### config.mk
export PLATFORM = sky130hd
export DESIGN_NAME = murmur64a_word_stream_hash_unit
export DESIGN_NICKNAME = d
export VERILOG_FILES = /design/src/hdl/m64h_pkg.sv /design/src/hdl/m64h_mul.sv /design/src/hdl/m64h_dpath.sv /design/src/hdl/m64h_ctrl.sv /design/src/hdl/murmur64a_word_stream_hash_unit.sv
export SDC_FILE = /design/constraint.sdc
export NUM_CORES = 2
export LEC_CHECK = 0
export BUFFER_PORTS_ARGS = -buffer_cell sky130_fd_sc_hd__buf_4
export CAP_MARGIN = 30
export CORE_MARGIN = 4
export CORE_UTILIZATION = 70
export DETAILED_ROUTE_END_ITERATION = 8
export MAX_ROUTING_LAYER = met4
export PLACE_DENSITY = 0.88
export SLEW_MARGIN = 5
export SYNTH_ARGS = -nofsm -noshare
export SYNTH_HDL_FRONTEND = slang
export SYNTH_SLANG_ARGS = --single-unit
export TNS_END_PERCENT = 50
### constraint.sdc
create_clock -name clock -period 18.8 [get_ports clock]
set_input_delay 3.76 -clock clock [delete_from_list [all_inputs] [get_ports clock]]
set_output_delay 3.76 -clock clock [all_outputs]
set_load 0.02 [all_outputs]
### src/hdl/m64h_pkg.sv
`default_nettype none

package m64h_pkg;

   localparam int unsigned MAX_WORDS = 65535;

   localparam logic [63:0] MUR_M    = 64'hc6a4a7935bd1e995;
   localparam logic [31:0] MUR_M_LO = MUR_M[31:0];
   localparam logic [31:0] MUR_M_HI = MUR_M[63:32];
   localparam int unsigned MUR_R    = 47;

   // Partial-product steps of one 64-bit multiply.
   localparam logic [1:0] MUL_STEP_LL   = 2'd0;
   localparam logic [1:0] MUL_STEP_LH   = 2'd1;
   localparam logic [1:0] MUL_STEP_LAST = 2'd2;

   typedef enum logic [3:0] {
      ST_IDLE,
      ST_DECODE,
      ST_SEED_W,
      ST_PAIR,
      ST_BLK1_W,
      ST_BLK2_W,
      ST_BLK3_W,
      ST_LAST,
      ST_TAIL_W,
      ST_FINAL,
      ST_FIN_W,
      ST_OUT_ZERO,
      ST_OUT_HASH
   } state_type;

   // Operand that is loaded into the multiplier when it starts.
   typedef enum logic [2:0] {
      OP_SEED,
      OP_BLOCK,
      OP_MIXK,
      OP_MIXH,
      OP_TAIL,
      OP_FIN
   } op_type;

   typedef struct packed {
      logic   capture;
      logic   start;
      op_type op;
      logic   hash_load;
      logic   held_load;
      logic   out_load;
      logic   out_zero;
   } cmd_type;

   typedef struct packed {
      logic count_zero;
      logic last;
      logic mul_busy;
      logic mul_done;
   } status_type;

endpackage

`default_nettype wire

### src/hdl/m64h_mul.sv
`default_nettype none

module m64h_mul (
   input  wire logic        clock,
   input  wire logic        reset,
   input  wire logic        start,
   input  wire logic [63:0] operand,
   output logic             busy,
   output logic             done,
   output logic [63:0]      product
);
   import m64h_pkg::*;

   logic [63:0] a_ff;
   logic [63:0] prod_ff, prod_in;
   logic [1:0]  step_ff, step_in;
   logic        busy_ff, busy_in;
   logic        done_ff, done_in;
   logic [31:0] mul_x, mul_y;
   logic [63:0] partial;

   // The product is taken modulo 2^64, so only the low-low product is needed
   // in full; the two cross products add their low halves into the top word.
   always_comb begin
      case (step_ff)
         MUL_STEP_LL: begin
            mul_x = a_ff[31:0];
            mul_y = MUR_M_LO;
         end
         MUL_STEP_LH: begin
            mul_x = a_ff[31:0];
            mul_y = MUR_M_HI;
         end
         default: begin
            mul_x = a_ff[63:32];
            mul_y = MUR_M_LO;
         end
      endcase
      partial = {32'b0, mul_x} * {32'b0, mul_y};
   end

   always_comb begin
      prod_in = prod_ff;
      step_in = step_ff;
      busy_in = busy_ff;
      done_in = done_ff;
      if (start) begin
         step_in = MUL_STEP_LL;
         busy_in = 1'b1;
         done_in = 1'b0;
      end else if (busy_ff) begin
         if (step_ff == MUL_STEP_LL) begin
            prod_in = partial;
         end else begin
            prod_in = {prod_ff[63:32] + partial[31:0], prod_ff[31:0]};
         end
         step_in = step_ff + 2'd1;
         if (step_ff == MUL_STEP_LAST) begin
            busy_in = 1'b0;
            done_in = 1'b1;
         end
      end
   end

   always_ff @(posedge clock) begin
      if (start) begin
         a_ff <= operand;
      end
      prod_ff <= prod_in;
      step_ff <= step_in;
   end

   always_ff @(posedge clock) begin
      if (reset) begin
         busy_ff <= 1'b0;
         done_ff <= 1'b0;
      end else begin
         busy_ff <= busy_in;
         done_ff <= done_in;
      end
   end

   assign busy    = busy_ff;
   assign done    = done_ff;
   assign product = prod_ff;

endmodule

`default_nettype wire

### src/hdl/m64h_dpath.sv
`default_nettype none

module m64h_dpath #(
   parameter int unsigned MAX_WORDS = m64h_pkg::MAX_WORDS
) (
   input  wire logic                 clock,
   input  wire logic                 reset,
   input  wire m64h_pkg::cmd_type    cmd,
   output m64h_pkg::status_type      status,
   input  wire logic [31:0]          req_word,
   input  wire logic [15:0]          req_length_words,
   input  wire logic                 req_last,
   output logic [63:0]               rsp_hash
);
   import m64h_pkg::*;

   logic [31:0] word_ff;
   logic [15:0] count_ff;
   logic        last_ff;
   logic [31:0] held_ff;
   logic [63:0] hash_ff;
   logic [63:0] rsp_hash_ff, rsp_hash_in;
   logic [63:0] operand;
   logic [31:0] count_wide;
   logic [31:0] count_sat;
   logic        mul_busy;
   logic        mul_done;
   logic [63:0] product;

   assign count_wide = {16'b0, count_ff};
   assign count_sat  = (count_wide > 32'(MAX_WORDS)) ? 32'(MAX_WORDS) : count_wide;

   always_comb begin
      unique case (cmd.op)
         OP_SEED:  operand = {32'b0, count_sat[29:0], 2'b00};
         OP_BLOCK: operand = {word_ff, held_ff};
         OP_MIXK:  operand = product ^ (product >> MUR_R);
         OP_MIXH:  operand = hash_ff ^ product;
         OP_TAIL:  operand = hash_ff ^ {32'b0, held_ff};
         OP_FIN:   operand = hash_ff ^ (hash_ff >> MUR_R);
         default:  operand = hash_ff;
      endcase
   end

   m64h_mul u_mul (
      .clock   (clock),
      .reset   (reset),
      .start   (cmd.start),
      .operand (operand),
      .busy    (mul_busy),
      .done    (mul_done),
      .product (product)
   );

   // The last shift of the avalanche is applied as the result is registered.
   assign rsp_hash_in = cmd.out_zero ? 64'b0 : (product ^ (product >> MUR_R));

   always_ff @(posedge clock) begin
      if (cmd.capture) begin
         word_ff  <= req_word;
         count_ff <= req_length_words;
         last_ff  <= req_last;
      end
      if (cmd.held_load) begin
         held_ff <= word_ff;
      end
      if (cmd.hash_load) begin
         hash_ff <= product;
      end
      if (cmd.out_load) begin
         rsp_hash_ff <= rsp_hash_in;
      end
   end

   assign status.count_zero = (count_ff == 16'd0);
   assign status.last       = last_ff;
   assign status.mul_busy   = mul_busy;
   assign status.mul_done   = mul_done;
   assign rsp_hash          = rsp_hash_ff;

endmodule

`default_nettype wire

### src/hdl/m64h_ctrl.sv
`default_nettype none

module m64h_ctrl (
   input  wire logic                 clock,
   input  wire logic                 reset,
   input  wire logic                 req_valid,
   output logic                      req_stall,
   output logic                      rsp_valid,
   input  wire logic                 rsp_stall,
   output m64h_pkg::cmd_type         cmd,
   input  wire m64h_pkg::status_type status
);
   import m64h_pkg::*;

   state_type state_ff, state_in;
   logic      in_msg_ff, in_msg_in;
   logic      have_held_ff, have_held_in;
   logic      rsp_valid_ff, rsp_valid_in;
   logic      slot_free;

   assign slot_free = !(rsp_valid_ff && rsp_stall);
   assign req_stall = (state_ff != ST_IDLE);
   assign rsp_valid = rsp_valid_ff;

   always_comb begin
      state_in = state_ff;
      unique case (state_ff)
         ST_IDLE:   if (req_valid) state_in = ST_DECODE;
         ST_DECODE: begin
            if (in_msg_ff) begin
               state_in = ST_PAIR;
            end else if (status.count_zero) begin
               state_in = ST_OUT_ZERO;
            end else begin
               state_in = ST_SEED_W;
            end
         end
         ST_SEED_W: if (status.mul_done) state_in = ST_PAIR;
         ST_PAIR:   state_in = have_held_ff ? ST_BLK1_W : ST_LAST;
         ST_BLK1_W: if (status.mul_done) state_in = ST_BLK2_W;
         ST_BLK2_W: if (status.mul_done) state_in = ST_BLK3_W;
         ST_BLK3_W: if (status.mul_done) state_in = ST_LAST;
         ST_LAST: begin
            if (!status.last) begin
               state_in = ST_IDLE;
            end else if (have_held_ff) begin
               state_in = ST_TAIL_W;
            end else begin
               state_in = ST_FINAL;
            end
         end
         ST_TAIL_W:   if (status.mul_done) state_in = ST_FINAL;
         ST_FINAL:    state_in = ST_FIN_W;
         ST_FIN_W:    if (status.mul_done) state_in = ST_OUT_HASH;
         ST_OUT_ZERO: if (slot_free) state_in = ST_IDLE;
         ST_OUT_HASH: if (slot_free) state_in = ST_IDLE;
         default:     state_in = ST_IDLE;
      endcase
   end

   always_comb begin
      cmd          = '0;
      cmd.op       = OP_SEED;
      in_msg_in    = in_msg_ff;
      have_held_in = have_held_ff;
      rsp_valid_in = rsp_valid_ff && rsp_stall;
      unique case (state_ff)
         ST_IDLE:   cmd.capture = req_valid;
         ST_DECODE: begin
            if (!in_msg_ff && !status.count_zero) begin
               cmd.start = 1'b1;
               cmd.op    = OP_SEED;
            end
         end
         ST_SEED_W: begin
            if (status.mul_done) begin
               cmd.hash_load = 1'b1;
               in_msg_in     = 1'b1;
               have_held_in  = 1'b0;
            end
         end
         ST_PAIR: begin
            if (have_held_ff) begin
               cmd.start = 1'b1;
               cmd.op    = OP_BLOCK;
            end else begin
               cmd.held_load = 1'b1;
               have_held_in  = 1'b1;
            end
         end
         ST_BLK1_W: begin
            cmd.start = status.mul_done;
            cmd.op    = OP_MIXK;
         end
         ST_BLK2_W: begin
            cmd.start = status.mul_done;
            cmd.op    = OP_MIXH;
         end
         ST_BLK3_W: begin
            if (status.mul_done) begin
               cmd.hash_load = 1'b1;
               have_held_in  = 1'b0;
            end
         end
         ST_LAST: begin
            cmd.start = status.last && have_held_ff;
            cmd.op    = OP_TAIL;
         end
         ST_TAIL_W: cmd.hash_load = status.mul_done;
         ST_FINAL: begin
            cmd.start = 1'b1;
            cmd.op    = OP_FIN;
         end
         ST_FIN_W: begin
         end
         ST_OUT_ZERO, ST_OUT_HASH: begin
            if (slot_free) begin
               cmd.out_load = 1'b1;
               cmd.out_zero = (state_ff == ST_OUT_ZERO);
               rsp_valid_in = 1'b1;
               in_msg_in    = 1'b0;
               have_held_in = 1'b0;
            end
         end
         default: begin
         end
      endcase
   end

   always_ff @(posedge clock) begin
      if (reset) begin
         state_ff     <= ST_IDLE;
         in_msg_ff    <= 1'b0;
         have_held_ff <= 1'b0;
         rsp_valid_ff <= 1'b0;
      end else begin
         state_ff     <= state_in;
         in_msg_ff    <= in_msg_in;
         have_held_ff <= have_held_in;
         rsp_valid_ff <= rsp_valid_in;
      end
   end

   // A result must never overwrite one that the receiver is still stalling.
   a_out_no_overwrite: assert property (@(posedge clock) disable iff (reset)
      cmd.out_load |-> !(rsp_valid_ff && rsp_stall))
      else $error("result register loaded while a stalled beat is pending");

   a_start_when_idle: assert property (@(posedge clock) disable iff (reset)
      cmd.start |-> !status.mul_busy)
      else $error("multiplier started while busy");

   a_held_in_msg: assert property (@(posedge clock) disable iff (reset)
      have_held_ff |-> in_msg_ff)
      else $error("held word outside an open message");

   a_accept_decode: assert property (@(posedge clock) disable iff (reset)
      (req_valid && !req_stall) |=> (state_ff == ST_DECODE))
      else $error("accepted beat not decoded");

endmodule

`default_nettype wire

### src/hdl/murmur64a_word_stream_hash_unit.sv
`default_nettype none

// Streaming MurmurHash64A (seed zero) over messages of 32-bit words.
// Request channel (req_): one beat per word. The first beat of a message
// carries the word count in req_length_words; req_last closes the message.
// A first beat with a count of zero is an empty message and returns hash 0.
// Response channel (rsp_): one beat with the 64-bit hash per message.
// One beat is worked at a time; req_stall is high from acceptance until the
// beat is fully processed. All 64-bit multiplies run on one 32x32 multiplier,
// three partial products per multiply. A beat that completes a word pair
// runs three multiplies, and one that only holds its word runs none. The first
// beat adds the seed multiply and the last beat adds the multiply of the
// avalanche, plus one for an odd word. An empty message runs no multiply.
// The response sits in an output register; while rsp_stall holds it, work on
// the next beat goes on and only a second result waits for the slot.
// Reset (synchronous, active high) closes any open message and drops any
// pending response.
module murmur64a_word_stream_hash_unit #(
   parameter int unsigned MAX_WORDS = m64h_pkg::MAX_WORDS
) (
   input  wire logic        clock,
   input  wire logic        reset,
   input  wire logic        req_valid,
   output logic             req_stall,
   input  wire logic [31:0] req_word,
   input  wire logic [15:0] req_length_words,
   input  wire logic        req_last,
   output logic             rsp_valid,
   input  wire logic        rsp_stall,
   output logic [63:0]      rsp_hash
);
   import m64h_pkg::*;

   cmd_type    cmd;
   status_type status;

   m64h_ctrl u_ctrl (
      .clock     (clock),
      .reset     (reset),
      .req_valid (req_valid),
      .req_stall (req_stall),
      .rsp_valid (rsp_valid),
      .rsp_stall (rsp_stall),
      .cmd       (cmd),
      .status    (status)
   );

   m64h_dpath #(
      .MAX_WORDS (MAX_WORDS)
   ) u_dpath (
      .clock            (clock),
      .reset            (reset),
      .cmd              (cmd),
      .status           (status),
      .req_word         (req_word),
      .req_length_words (req_length_words),
      .req_last         (req_last),
      .rsp_hash         (rsp_hash)
   );

endmodule

`default_nettype wire
Word level (Yosys, flattened, before mapping)
Cells that the tools add are included.
{ "totals": {"ff_bits": 348, "input_bits": 53, "output_inout_bits": 66} }
{ "classes": {"addsub": 2, "multipliers": 1, "order_cmp": 1, "n_eq_ne": 28, "n_mux": 38, "bitwise_logic": 5, "n_reduce_logical": 22} }
{ "ops": {"columns": ["cell", "n"], "rows": [
  ["64-bit one-hot mux with 6 select lines", 1],
  ["64-bit by 17-bit XOR with 64-bit output", 2],
  ["32-bit by 32-bit multiplier with 64-bit output", 1],
  ["32-bit two-way mux", 2],
  ["64-bit two-way mux", 1],
  ["64-bit by 32-bit XOR with 64-bit output", 1],
  ["64-bit XOR", 1],
  ["4-bit two-way mux", 13],
  ["4-bit one-hot mux with 12 select lines", 1],
  ["32-bit adder", 1],
  ["4-bit one-hot mux with 6 select lines", 1],
  ["4-bit equality test (second input constant)", 5],
  ["4-bit by 3-bit equality test with 1-bit output (second input constant)", 4],
  ["16-bit greater-than comparator (second input constant)", 1],
  ["16-bit logical NOT", 1],
  ["16-bit two-way mux", 1],
  ["2-bit by 1-bit inequality test with 1-bit output (second input constant)", 7],
  ["1-bit two-way mux", 12],
  ["3-bit AND reduction", 3],
  ["4-bit by 2-bit equality test with 1-bit output (second input constant)", 2],
  ["8-bit AND reduction", 1],
  ["2-bit OR reduction", 4],
  ["3-bit by 2-bit equality test with 1-bit output (second input constant)", 2],
  ["3-bit equality test (second input constant)", 2],
  ["other kinds (19)", 27]
]} }

Logic depth before layout (Yosys ltp)
{ "depth": {"depth_word": 7, "ltp_mapped": 42} }

By module
A second synthesis with hierarchy kept.
{ "unflattened": {"cells_unflattened": 3955, "hier_area_um2": 41736.3} }
{ "modules_own_cells": {"columns": ["mod", "n_inst", "cells_each", "area_each_um2", "seq_area_each_um2"], "rows": [
  ["m64h_mul", 1, 2952, 30561.8, 3923.8],
  ["m64h_dpath", 1, 907, 10452.5, 6276.0],
  ["m64h_ctrl", 1, 96, 721.9, 140.1]
]} }

Least setup slack after synthesis
Ideal clock, no wire load.
{ "synth_timing": {"path_kind": "flip-flop to flip-flop", "startpoint": "reg u_dpath.u_mul.step_ff[0]", "endpoint": "reg u_dpath.u_mul.prod_ff[61], in the netlist u_dpath.u_mul.product[61], data pin", "arrival_time_ps": 9970, "slack_ps": 8575, "stages_incl_launch_ff": 43, "n_path_buf": 3, "cell_sequence": "dfxtp_1 -> inv_1 -> ha_1 -> nor2_1 -> clkbuf_1 -> buf_1 -> mux2i_1 -> or2_2 -> inv_1 -> ha_1 -> fa_1 -> inv_1 -> fa_1 -> fa_1 -> inv_1 -> fa_1 -> inv_1 -> fa_1 -> (+7 left out) -> inv_1 -> o21bai_1 -> a21o_1 -> o21bai_1 -> nor2b_1 -> nor2_1 -> xnor2_1 -> ha_1 -> and4_1 -> nand2_1 -> o211ai_1 -> a21o_1 -> a31oi_1 -> nor2_1 -> a211oi_1 -> xor2_1 -> nor2_1 -> a31o_1"} }
{ "synth_between": {"elab_chain_cells": 6, "word_cells_on_any_way": 8, "cone_classes": "add/sub: 1; mul: 1; eq/ne: 1; mux: 3; reduce/logical: 2"} }
{ "synth_rtl": {"columns": ["element", "line_no", "source"], "rows": [
  ["from (decl)", "m64h_mul.sv:16", "logic [1:0] step_ff, step_in;"],
  ["from (signal assigned)", "m64h_mul.sv:70", "step_ff <= step_in;"],
  ["2-bit by 1-bit equality test with 1-bit output or 2-bit logical NOT (tied branches)", "m64h_mul.sv:25", "case (step_ff)"],
  ["2-bit OR reduction (no line)", null, null],
  ["32-bit two-way mux", "m64h_mul.sv:25", null],
  ["32-bit by 32-bit multiplier with 64-bit output *", "m64h_mul.sv:39", "partial = {32'b0, mul_x} * {32'b0, mul_y};"],
  ["via u_dpath.u_mul.partial[25]", "m64h_mul.sv:20", "logic [63:0] partial;"],
  ["32-bit adder *", "m64h_mul.sv:55", "prod_in = {prod_ff[63:32] + partial[31:0], prod_ff[31:0]};"],
  ["64-bit two-way mux *", "m64h_mul.sv:52", "if (step_ff == MUL_STEP_LL) begin"],
  ["to (signal assigned)", "m64h_mul.sv:69", "prod_ff <= prod_in;"],
  ["to (decl)", "m64h_mul.sv:15", "logic [63:0] prod_ff, prod_in;"]
]} }
The timed path passes the listed nets; every way through them passes the cells marked *.
A chain may end at the register's enable or synchronous reset.

Final worst setup path
Same ends and word-level chain as after synthesis.

==> qor.csv <==
metric,value,unit
grt_overflow,0,
cp_slowest_stage_delay,0.87,ns
cts_setup_buffers,0,
synth_seq_cells,348,
io_pins,119,
finalSetupViolCount,0,
synth.yosys.seq_area_share,25.8,%
synth_cells,3654,
final_hold_viol_count,0,
drt.antenna.violating_nets,0,
avgSynthCellArea,11.0,um^2
synth_top_area_share,30.8,%
synth.most_common_cell,inv_1,
skew,0.0226,ns
cts_tree,yes,
worst_slew_margin_rel,29.9,%
wl_per_cell,28.8,um
grt_pass1_wl,193000,um
finalInstanceArea,42900,um^2
ys_types,73,
start_util,70.8,%
grt_pass1_vias,29971,
clock-sinks,348,
grt_max_degree,81,
cpMostUsedCell,inv_1,
syn-cell-area,40000,um^2
synth_warnings,0,
setup-tns-final,0,ns
drt_iter0_drc,4090,
ys.flop_type,edfxtp_1,
finalHoldWorstSlack,0.463,ns
critical_path_class,reg -> reg,
coreArea,56500,um^2
drive_gt1_share,7.13,%
path_clk_slew,0.06,ns
cts_hold_buf,0,
yosys.area.top_type,fa_1,
num_rows,87,
die-area,61100,um^2
ys_top_cells_by_count,"inv_1 (820), fa_1 (615), ha_1 (436)",
tightest_slew,1.05,ns
synthToLayoutAreaGrowth,7.21,%
drc,27,
finalWirelength,130000,um
fmax,88.2,MHz
postCtsResizedCells,0,
htreeDepth,2,
die_w,247,um
cts_buffer_depth,3,
status,finished with violations,
vias_per_cell,6.47,
r2r_setup_slack,7.46,ns
worstSetupStartpointType,flip-flop,
insertion_delay,0.55,ns
dp_hpwl,107000,um
critPathMaxFanout,59,
finalCriticalPeriod,11.34,ns
place_area,41800,um^2
cts-root-buf,clkbuf_16,
grt_setup_unrepaired,no,
synth-async-reset-ratio,0,%
cts_made_buffers,34,
grt.total_usage,44.9,%
drv_slew,0,
portBuffers,118,
fin_crit_sh,60.3,%
vias,29265,
crit_slowest_cell,mux2i_1,
min_path_type,reg -> reg,
cp_data_required_time,19.09,ns
place.gp.congestion,1.07,
dr.pass1.iters,9,
synth_edf_count,337,
yosys-top-cells-area,"fa_1 (31%), edfxtp_1 (25%), ha_1 (14%)",
final_nets,4840,
worstPathArrival,11.63,ns
drv_cap,0,
antenna_found_initial,8,
cp-end-kind,flip-flop,
violations,design-rule violations,
die_h,247,um
## kinds of logic after synthesis
family,Yosys count,share of synthesized area [%]
adders and majority gates,1051,44.4
DFF,348,25.8
and+or+nand+nor,523,6.54
muxes,46,1.16
other,2,0.0188
buffers and inverters,937,8.80
xor gates and xnor gates,158,3.46
AOI/OAI and AO/OA,589,9.80
## worst paths after layout
check / startpoint / to / cells past startpoint
hold / removal: u_dpath.word_ff[28] / u_dpath.held_ff[28] / 0
hold reg to reg: u_dpath.word_ff[28] / u_dpath.held_ff[28] / 0
setup / recovery: u_dpath.u_mul.step_ff[0] / u_dpath.u_mul.product[61] / 36
setup reg to reg: u_dpath.u_mul.step_ff[0] / u_dpath.u_mul.product[61] / 36
## layer usage
layer | GRT usage (%) | up-vias | part of all wire [%]
met3 | 15.5 | 436 | 15
met4 | 19.2 | 0 | 5.8
met2 | 64.3 | 2157 | 44
li1 | - | 12181 | -
met5 | - | - | 0
met1 | 58.8 | 14491 | 36
## final cells by class
| cell class | count | area [um^2] |
|---|---|---|
| Fill cell | 3830 | 13600 |
| Tap cell | 756 | 946 |
| Sequential cell | 348 | 10300 |
| Multi-Input combinational cell | 2373 | 26200 |
| Timing Repair Buffer | 158 | 1220 |
| Antenna cell | 6 | 15.0 |
| Inverter | 821 | 3080 |
| Clock inverter | 16 | 158 |
| Clock buffer | 43 | 905 |
## sequential cells by signal (all words and copies together) (netlist names)
name                   flops
u_dpath.u_mul.a_ff        64
u_dpath.rsp_hash          64
u_ctrl.state_ff            4
u_ctrl.rsp_valid           1
u_dpath.u_mul.busy         1
u_dpath.held_ff           32
u_dpath.word_ff           32
u_dpath.u_mul.product     64
u_dpath.u_mul.step_ff      2
u_dpath.hash_ff           64
u_dpath.count_ff          16
u_dpath.u_mul.done         1
u_ctrl.in_msg_ff           1
u_dpath.last_ff            1
u_ctrl.have_held_ff        1
## per-stage QoR
stage	setup WS, ns	cells	utilization (%)
floorplan	8.57	3658	-
global placement	7.88	4449	73.9
detailed placement	7.69	4451	73.9
CTS	7.59	4510	75.8
global route	6.98	4521	76.0
finish	7.46	4521	76.0
## layout by cell type, fill, tap and decap left out, types with 16 or more instances in the layout
master     netlist  routed
nand2_1        148     148
xor2_1          73      73
o211ai_1        22      22
o21bai_1        19      19
clkbuf_16        0      34
xnor2_1         85      85
edfxtp_1       337     337
nand2b_1        19      19
a211oi_1        16      16
inv_1          820     820
and2_1          28      28
a221o_1         18      18
nor2_1         122     120
ha_1           436     434
a21oi_1        121     120
nor2b_1         61      61
fa_1           615     615
or2_2           37      37
a21o_1          51      51
mux2i_1         43      43
a222oi_1        51      51
buf_4            0     156
o21ai_0        181     181
nand3_1         25      25
and3_1          17      17
## critical path, delay by kind of cell (launching register included)
family,cells,cell delay [ns]
mux,1,0.87
fa+ha+maj,11,4.29
compound gates,9,2.57
simple gates,5,1.07
flops,1,0.38
xor+xnor,2,0.49
buf+inv,8,1.31
Power is not shown: default switching activity piles up to over one toggle a cycle in this logic, so the estimate is an artifact.
